===== src/rtl/dual_fan_tachometer_assert.svh =====
// Assertion macros for the dual fan tachometer.
// Used by files that check their own control logic; expects clk and arst_n in scope.
`ifndef DUAL_FAN_TACHOMETER_ASSERT_SVH
`define DUAL_FAN_TACHOMETER_ASSERT_SVH

// Clocked property, off while reset is asserted.
`define DFT_ASSERT(label, prop, msg) \
	label: assert property (@(posedge clk) disable iff (!arst_n) prop) else $error(msg);

// Condition that must never hold outside reset.
`define DFT_NEVER(label, cond, msg) \
	label: assert property (@(posedge clk) disable iff (!arst_n) !(cond)) else $error(msg);

`endif


===== src/rtl/dft_pkg.sv =====
// Shared types and constants for the dual fan tachometer.
// No dependencies; imported by dft_lane and dual_fan_tachometer.
`timescale 1ns / 1ps

package dft_pkg;

	localparam int CNT_W    = 32;
	localparam int TIME_W   = 32;
	localparam int CFG_W    = 16;
	localparam int SPEED_W  = 16;
	localparam int DIV_STEPS = CNT_W;
	localparam int STEP_W   = $clog2(DIV_STEPS);

	// Configuration register indexes
	localparam logic REG_INTERVAL = 1'b0;
	localparam logic REG_SCALE    = 1'b1;

	localparam logic [CFG_W-1:0] INTERVAL_RST = 16'd1000;
	localparam logic [CFG_W-1:0] SCALE_RST    = 16'd30000;

	// Controls from the sequencer to every lane
	typedef struct packed {
		logic count_en;   // item accepted: add its pulse
		logic start;      // load product, clear count
		logic div_step;   // one quotient bit
		logic last_step;  // final quotient bit: latch speed
	} lane_ctrl_t;

endpackage


===== src/rtl/dft_lane.sv =====
// One fan lane: pulse counter, scale multiply and bit-serial restoring divider.
// Depends on dft_pkg; driven by the sequencer in dual_fan_tachometer.
`timescale 1ns / 1ps

module dft_lane import dft_pkg::*; (
	input  logic               clk,
	input  logic               arst_n,
	input  lane_ctrl_t         ctrl,
	input  logic               pulse,
	input  logic [CFG_W-1:0]   scale,
	input  logic [TIME_W-1:0]  divisor,
	output logic [SPEED_W-1:0] speed
);

	logic [CNT_W-1:0]   count_q;
	logic [SPEED_W-1:0] rpm_q;
	logic [CNT_W-1:0]   quo_q;
	logic [TIME_W-1:0]  rem_q;

	logic [TIME_W:0]    rem_sh;
	logic [TIME_W:0]    rem_diff;
	logic               fits;
	logic [CNT_W-1:0]   quo_next;
	logic [TIME_W-1:0]  rem_next;
	logic [CNT_W-1:0]   product;

	// Count times scale, wrapped to the count width
	assign product = CNT_W'(count_q * {{(CNT_W-CFG_W){1'b0}}, scale});

	// One restoring step: shift in the next dividend bit, subtract if it fits
	always_comb begin
		rem_sh   = {rem_q, quo_q[CNT_W-1]};
		rem_diff = rem_sh - {1'b0, divisor};
		fits     = (rem_sh >= {1'b0, divisor});
		rem_next = fits ? rem_diff[TIME_W-1:0] : rem_sh[TIME_W-1:0];
		quo_next = {quo_q[CNT_W-2:0], fits};
	end

	// Pulse count and latest speed
	always_ff @(posedge clk or negedge arst_n) begin
		if (!arst_n) begin
			count_q <= '0;
			rpm_q   <= '0;
		end else begin
			if (ctrl.count_en)
				count_q <= count_q + {{(CNT_W-1){1'b0}}, pulse};
			else if (ctrl.start)
				count_q <= '0;
			if (ctrl.last_step)
				rpm_q <= quo_next[SPEED_W-1:0];
		end
	end

	// Divider datapath
	always_ff @(posedge clk) begin
		if (ctrl.start) begin
			quo_q <= product;
			rem_q <= '0;
		end else if (ctrl.div_step) begin
			quo_q <= quo_next;
			rem_q <= rem_next;
		end
	end

	assign speed = rpm_q;

endmodule


===== src/rtl/dual_fan_tachometer.sv =====
// Top level of the dual fan tachometer: stream ports, config registers,
// sequencer and two dft_lane instances. Depends on dft_pkg and the assert header.
//
// Usage:
//   Input items arrive on s_tvalid/s_tready/s_tdata: two pulse flags and a
//   millisecond timestamp. Every item gives exactly one result item on
//   m_tvalid/m_tready/m_tdata/m_tuser: both speeds and an updated flag.
//   An item whose elapsed time is below the interval goes from accept
//   straight to the output state; one that recomputes passes accept, the
//   multiply state, 32 steps in each lane's bit-serial divider and output
//   load. The divider loop sets the rate; one item is in work at a time.
//   The output register holds a finished result while the next item is
//   accepted; if the receiver stalls, the sequencer waits in its output
//   state with s_tready low until the register frees.
//   Reset clears counts, speeds and the last timestamp and restores
//   interval_ms = 1000 and rpm_scale = 30000. Write configuration only
//   while idle: cfg_index 0 is interval_ms, 1 is rpm_scale.
`timescale 1ns / 1ps

`include "dual_fan_tachometer_assert.svh"

module dual_fan_tachometer import dft_pkg::*; (
	input  logic             clk,
	input  logic             arst_n,
	// configuration write port
	input  logic             cfg_we,
	input  logic             cfg_index,
	input  logic [CFG_W-1:0] cfg_data,
	// input stream
	input  logic             s_tvalid,
	output logic             s_tready,
	input  logic [39:0]      s_tdata,   // fan1_pulse, fan2_pulse, now_ms[31:0], 6'b0
	// output stream
	output logic             m_tvalid,
	input  logic             m_tready,
	output logic [31:0]      m_tdata,   // fan1_speed[15:0], fan2_speed[15:0]
	output logic [0:0]       m_tuser    // updated
);

	typedef enum logic [3:0] {
		ST_IDLE = 4'b0001,
		ST_MUL  = 4'b0010,
		ST_DIV  = 4'b0100,
		ST_OUT  = 4'b1000
	} state_t;

	state_t             state_q;
	logic [STEP_W-1:0]  step_q;
	logic [CFG_W-1:0]   interval_q;
	logic [CFG_W-1:0]   scale_q;
	logic [TIME_W-1:0]  last_time_q;
	logic [TIME_W-1:0]  dt_q;
	logic               upd_q;
	logic               m_tvalid_q;
	logic [31:0]        m_tdata_q;
	logic [0:0]         m_tuser_q;

	logic               accept;
	logic               fan1_pulse;
	logic               fan2_pulse;
	logic [TIME_W-1:0]  now_ms;
	logic [CFG_W-1:0]   limit;
	logic [TIME_W-1:0]  dt;
	logic               hit;
	logic               last;
	logic               out_free;
	lane_ctrl_t         ctrl;
	logic [SPEED_W-1:0] fan1_speed;
	logic [SPEED_W-1:0] fan2_speed;

	// Unpack input item
	assign fan1_pulse = s_tdata[0];
	assign fan2_pulse = s_tdata[1];
	assign now_ms     = s_tdata[33:2];

	assign s_tready = (state_q == ST_IDLE);
	assign accept   = s_tvalid & s_tready;
	assign out_free = !m_tvalid_q || m_tready;
	assign last     = (step_q == STEP_W'(DIV_STEPS - 1));

	// Elapsed-time check; zero interval acts as one
	always_comb begin
		limit = (interval_q == '0) ? CFG_W'(1) : interval_q;
		dt    = now_ms - last_time_q;
		hit   = (dt >= {{(TIME_W-CFG_W){1'b0}}, limit});
	end

	// Lane controls
	always_comb begin
		ctrl.count_en  = accept;
		ctrl.start     = (state_q == ST_MUL);
		ctrl.div_step  = (state_q == ST_DIV);
		ctrl.last_step = (state_q == ST_DIV) && last;
	end

	// Configuration registers
	always_ff @(posedge clk or negedge arst_n) begin
		if (!arst_n) begin
			interval_q <= INTERVAL_RST;
			scale_q    <= SCALE_RST;
		end else if (cfg_we) begin
			case (cfg_index)
				REG_INTERVAL: interval_q <= cfg_data;
				REG_SCALE:    scale_q    <= cfg_data;
				default:      ;
			endcase
		end
	end

	// Sequencer
	always_ff @(posedge clk or negedge arst_n) begin
		if (!arst_n) begin
			state_q     <= ST_IDLE;
			step_q      <= '0;
			last_time_q <= '0;
			upd_q       <= 1'b0;
		end else begin
			case (state_q)
				ST_IDLE: begin
					if (accept) begin
						upd_q <= hit;
						if (hit) begin
							last_time_q <= now_ms;
							state_q     <= ST_MUL;
						end else begin
							state_q <= ST_OUT;
						end
					end
				end
				ST_MUL: begin
					step_q  <= '0;
					state_q <= ST_DIV;
				end
				ST_DIV: begin
					step_q <= step_q + STEP_W'(1);
					if (last)
						state_q <= ST_OUT;
				end
				ST_OUT: begin
					if (out_free)
						state_q <= ST_IDLE;
				end
				default: state_q <= ST_IDLE;
			endcase
		end
	end

	// Divisor for both lanes
	always_ff @(posedge clk) begin
		if (accept)
			dt_q <= dt;
	end

	// Two lanes, one per fan
	dft_lane u_lane1 (
		.clk     (clk),
		.arst_n  (arst_n),
		.ctrl    (ctrl),
		.pulse   (fan1_pulse),
		.scale   (scale_q),
		.divisor (dt_q),
		.speed   (fan1_speed)
	);

	dft_lane u_lane2 (
		.clk     (clk),
		.arst_n  (arst_n),
		.ctrl    (ctrl),
		.pulse   (fan2_pulse),
		.scale   (scale_q),
		.divisor (dt_q),
		.speed   (fan2_speed)
	);

	// Merge lane speeds into the output register
	always_ff @(posedge clk or negedge arst_n) begin
		if (!arst_n)
			m_tvalid_q <= 1'b0;
		else if ((state_q == ST_OUT) && out_free)
			m_tvalid_q <= 1'b1;
		else if (m_tready)
			m_tvalid_q <= 1'b0;
	end

	always_ff @(posedge clk) begin
		if ((state_q == ST_OUT) && out_free) begin
			m_tdata_q <= {fan2_speed, fan1_speed};
			m_tuser_q <= upd_q;
		end
	end

	assign m_tvalid = m_tvalid_q;
	assign m_tdata  = m_tdata_q;
	assign m_tuser  = m_tuser_q;

	// Checks
	`DFT_ASSERT(a_accept_leaves_idle, accept |=> state_q != ST_IDLE, "accept did not start work")
	`DFT_ASSERT(a_no_update_skips_div, accept && !hit |=> state_q == ST_OUT, "idle item entered divide")
	`DFT_ASSERT(a_div_ends, (state_q == ST_DIV) && last |=> state_q == ST_OUT, "divide overran")
	`DFT_ASSERT(a_time_kept, accept && hit |=> last_time_q == $past(now_ms), "timestamp not kept")
	`DFT_NEVER(a_ready_busy, s_tready && (state_q == ST_DIV || state_q == ST_MUL), "ready while busy")

endmodule

===== config.mk =====
export PLATFORM = sky130hd
export DESIGN_NAME = dual_fan_tachometer
export DESIGN_NICKNAME = d
export VERILOG_FILES = /design/src/rtl/dft_pkg.sv /design/src/rtl/dft_lane.sv /design/src/rtl/dual_fan_tachometer.sv
export VERILOG_INCLUDE_DIRS = /design/src /design/src/rtl
export SDC_FILE = /design/constraint.sdc
export NUM_CORES = 2
export LEC_CHECK = 0
export BUFFER_PORTS_ARGS = -buffer_cell sky130_fd_sc_hd__buf_2
export CAP_MARGIN = 20
export CORE_MARGIN = 1
export CORE_UTILIZATION = 60
export CTS_CLUSTER_DIAMETER = 60
export CTS_CLUSTER_SIZE = 40
export DETAILED_ROUTE_END_ITERATION = 12
export GPL_TIMING_DRIVEN = 1
export PLACE_DENSITY = 0.86
export SETUP_SLACK_MARGIN = 0.02
export SYNTH_ARGS = -nofsm -noshare
export SYNTH_HDL_FRONTEND = slang
export SYNTH_HIERARCHICAL = 1
export SYNTH_SLANG_ARGS = --single-unit

===== constraint.sdc =====
create_clock -name clk -period 9.2 [get_ports clk]
set_input_delay 1.84 -clock clk [delete_from_list [all_inputs] [get_ports clk]]
set_output_delay 1.84 -clock clk [all_outputs]
set_load 0.03 [all_outputs]

==> metrics.txt <==
Switching Share=between 40% and 50%; Max-cap violations=0; RSZ-0062 raised after global routing=false; Critical Path AT=8040 ps; leading cell type in the layout, fill and taps excluded=inv_1; gr ovfl total=0; critical path launch point type=register; drt first-iter violations=around 3000; R2R Setup Slk=about 1500 ps; status=finished, final reports clean; share of post-route cells with drive strength above 1=between 7 and 8%; area grow syn2layout=5.25%; Syn Area/Cell=between 9 and 10 um2; Max FO, Critical Path=39; ys async rst share=47.0%; clock power share=roughly 18%; core box area=between 0.07 and 0.08 mm2; synth unique cells=105; Synth Flop Type=dfrtp_1; Final setup viols=0; final hold violations=0; vias in the first global route=about 36000; area of the mapped netlist=between 0.04 and 0.05 mm2; Worst EP required=9580 ps; WHS=between 400 and 500 ps; PD cells=about 190 mW/mm2; Root Buffer=clkbuf_16; GRT Total Usage=30.5%; post-DR wirelength/cell=around 19 um; Critical Path Sink Type=register; first-pass GRT wire length=182000 um; largest net degree at the start of global routing=78; hold-fix buffers at CTS=0; cts bufs inserted=30; clk sinks=364; Layout Skew=around 32 ps; die area=0.0742 mm2; post-synth net total=around 5700; row cnt=a little under 100; sequential area share after synthesis=between 20% and 30%; clock tree buffer depth=3; H-tree depth=1; # port buffers=90; Sw Pwr=4.02 mW; Hold WC Path Type=register to register; starting density of the core=61.0%; DRT Wirelength=between 100000 and 150000 um; worst-margin pin slew=between 1000 and 1500 ps; final core area utilization=64.3%; Hold Path Sink=m_tdata[27]; drc violations=0; Sum Neg Setup Slack=0 ps; clock slew at reported path FFs=110 ps; Max Transition Viols Final=0; Pint=4.74 mW; DRT antenna net count=0; number of enable flip-flop cells after synthesis=129; Nets=around 5700; drt first pass iters=6; Setup CP Type=register to register; reg-to-reg startpoint=scale_q[5]; reg2reg path depth=21; Reg power frac=roughly 29%; via count=34300; Pleak=approximately 21 nW; CTS tree=yes; period utilisation layout=around 83%; VDD IR-drop max=approximately 220 uV; minimum clock period=7670 ps; Synth Instances=4822; initial antenna violation count=2; Ys Warns=6; commonest non-fill, non-tap cells in the layout=inv_1, nand2_1, fa_1; Die H=about 270 um; post-DR vias/cell=6.01; combinational share of power=between 50% and 60%; r2r endpoint=u_lane1/quo_q[29]; number of synthesized register bits=approximately 360; die width=272 um; Placement Cell Area=roughly 0.045 mm2; Design Area, Final=about 0.046 mm2; routability congestion estimate=approximately 0.9; total setup buffers inserted after CTS=0; hold_sp=u_lane2/speed[11]; detailed placement HPWL=80800 um; post-CTS sizing=0; # IOs=97; fmax=about 130 MHz; Skew-Pair Late Insertion Delay=approximately 640 ps; WHS Path Cells=0; max_slew headroom=between 20% and 30%
through the flow:
step | setup WS (ps) | power [mW] | cells
after floorplan | 2590 | 5.94 | 4822
after global placement | 1800 | 6.91 | 5652
after detailed placement | 1690 | 7.07 | 5653
after CTS | 1630 | 8.68 | 5709
after global routing | 1210 | 9.39 | 5714
final | 1530 | 8.76 | 5714
worst max-delay path by stage:
stage	start	to	slack [ps]	cells after the start
3_3_place_gp	scale_q[9]	u_lane2/quo_q[31]	1800	21
5_1_grt	scale_q[5]	u_lane1/quo_q[29]	1210	21
4_1_cts	scale_q[5]	u_lane1/quo_q[29]	1630	21
2_1_floorplan	scale_q[12]	u_lane1/quo_q[29]	2590	21
3_5_place_dp	scale_q[5]	u_lane1/quo_q[29]	1690	21
6_report	scale_q[5]	u_lane1/quo_q[29]	1530	21
power by group through the flow:
stage	Combinational (mW)	Clock, mW	Sequential (mW)
2_1_floorplan	3.61	0	2.34
3_3_place_gp	4.33	0	2.57
3_5_place_dp	4.48	0	2.59
4_1_cts	4.54	1.58	2.56
5_1_grt	5.15	1.64	2.60
6_report	4.63	1.56	2.56
metal layers:
| layer | wire [um] | global-route usage (%) | share of wire (%) |
|---|---|---|---|
| met1 | 42800 | 39.0 | 39 |
| met2 | 53000 | 50.5 | 48 |
| met3 | 10100 | 5.90 | 9.1 |
| met4 | 4880 | 13.2 | 4.4 |
| met5 | 0 | 0 | 0 |
critical path, cell delays in order, from the launching register on:
cell,delay (ps)
dfstp_2,1220
buf_4,320
and2_1,180
fa_1,430
inv_1,100
fa_1,420
fa_1,500
fa_1,510
inv_1,70
fa_1,540
inv_1,60
fa_1,530
inv_1,40
ha_1,370
a21oi_1,260
o21bai_1,90
a41o_1,310
a221o_1,410
o41ai_2,370
a21boi_1,140
or3_1,310
a31o_1,200
cells in the mapped netlist, types with 15 or more instances:
cell | instances | share of area, %
inv_1 | 862 | 7.4
o211ai_1 | 22 | 0.38
o21a_1 | 32 | 0.55
dfxtp_1 | 64 | 2.9
o31ai_1 | 17 | 0.29
a21oi_1 | 157 | 1.8
a21o_1 | 48 | 0.82
nand2b_1 | 34 | 0.48
o21bai_1 | 17 | 0.29
xnor2_1 | 126 | 2.5
xor2_1 | 38 | 0.76
dfrtp_1 | 157 | 9.0
mux2_2 | 97 | 2.5
mux2_4 | 27 | 0.92
nor3_1 | 37 | 0.42
nor2b_1 | 32 | 0.46
or3_1 | 21 | 0.30
edfxtp_1 | 129 | 8.8
ha_1 | 247 | 7.0
and2_1 | 311 | 4.4
nor4_1 | 15 | 0.21
a211oi_1 | 34 | 0.58
nand3_1 | 98 | 1.1
nor2_1 | 147 | 1.3
o21ai_0 | 172 | 2.0
fa_1 | 611 | 28
clkbuf_1 | 210 | 1.8
nand2_1 | 712 | 6.1
and3_1 | 37 | 0.53
a311oi_1 | 30 | 0.60
nand4_1 | 36 | 0.51
area by class of cell:
cell class	instances	area [um2]
Antenna cell	2	5.00
Clock buffer	31	776
Clock inverter	25	497
Fill cell	5605	25700
Inverter	863	3240
Multi-Input combinational cell	3352	30200
Sequential cell	364	9460
Tap cell	950	1190
Timing Repair Buffer	127	797
flip-flops by register name, indices dropped and copies added (netlist names), 32 cells and up:
| register | count |
|---|---|
| u_lane1/quo_q | 32 |
| u_lane1/count_q | 32 |
| m_tdata | 32 |
| u_lane1/rem_q | 32 |
| u_lane2/quo_q | 32 |
| last_time_q | 32 |
| dt_q | 32 |
| u_lane2/count_q | 32 |
| u_lane2/rem_q | 32 |
kinds of logic after synthesis:
kind of cell / share of synthesized area [%]
AO/OA/AOI/OAI: 10.1
XOR/XNOR: 3.27
adder cells (fa/ha/maj): 34.9
buffers and inverters: 9.64
flip-flops: 21.5
multiplexers: 3.73
AND/OR/NAND/NOR: 16.8
(Power assumes the default switching activity.)
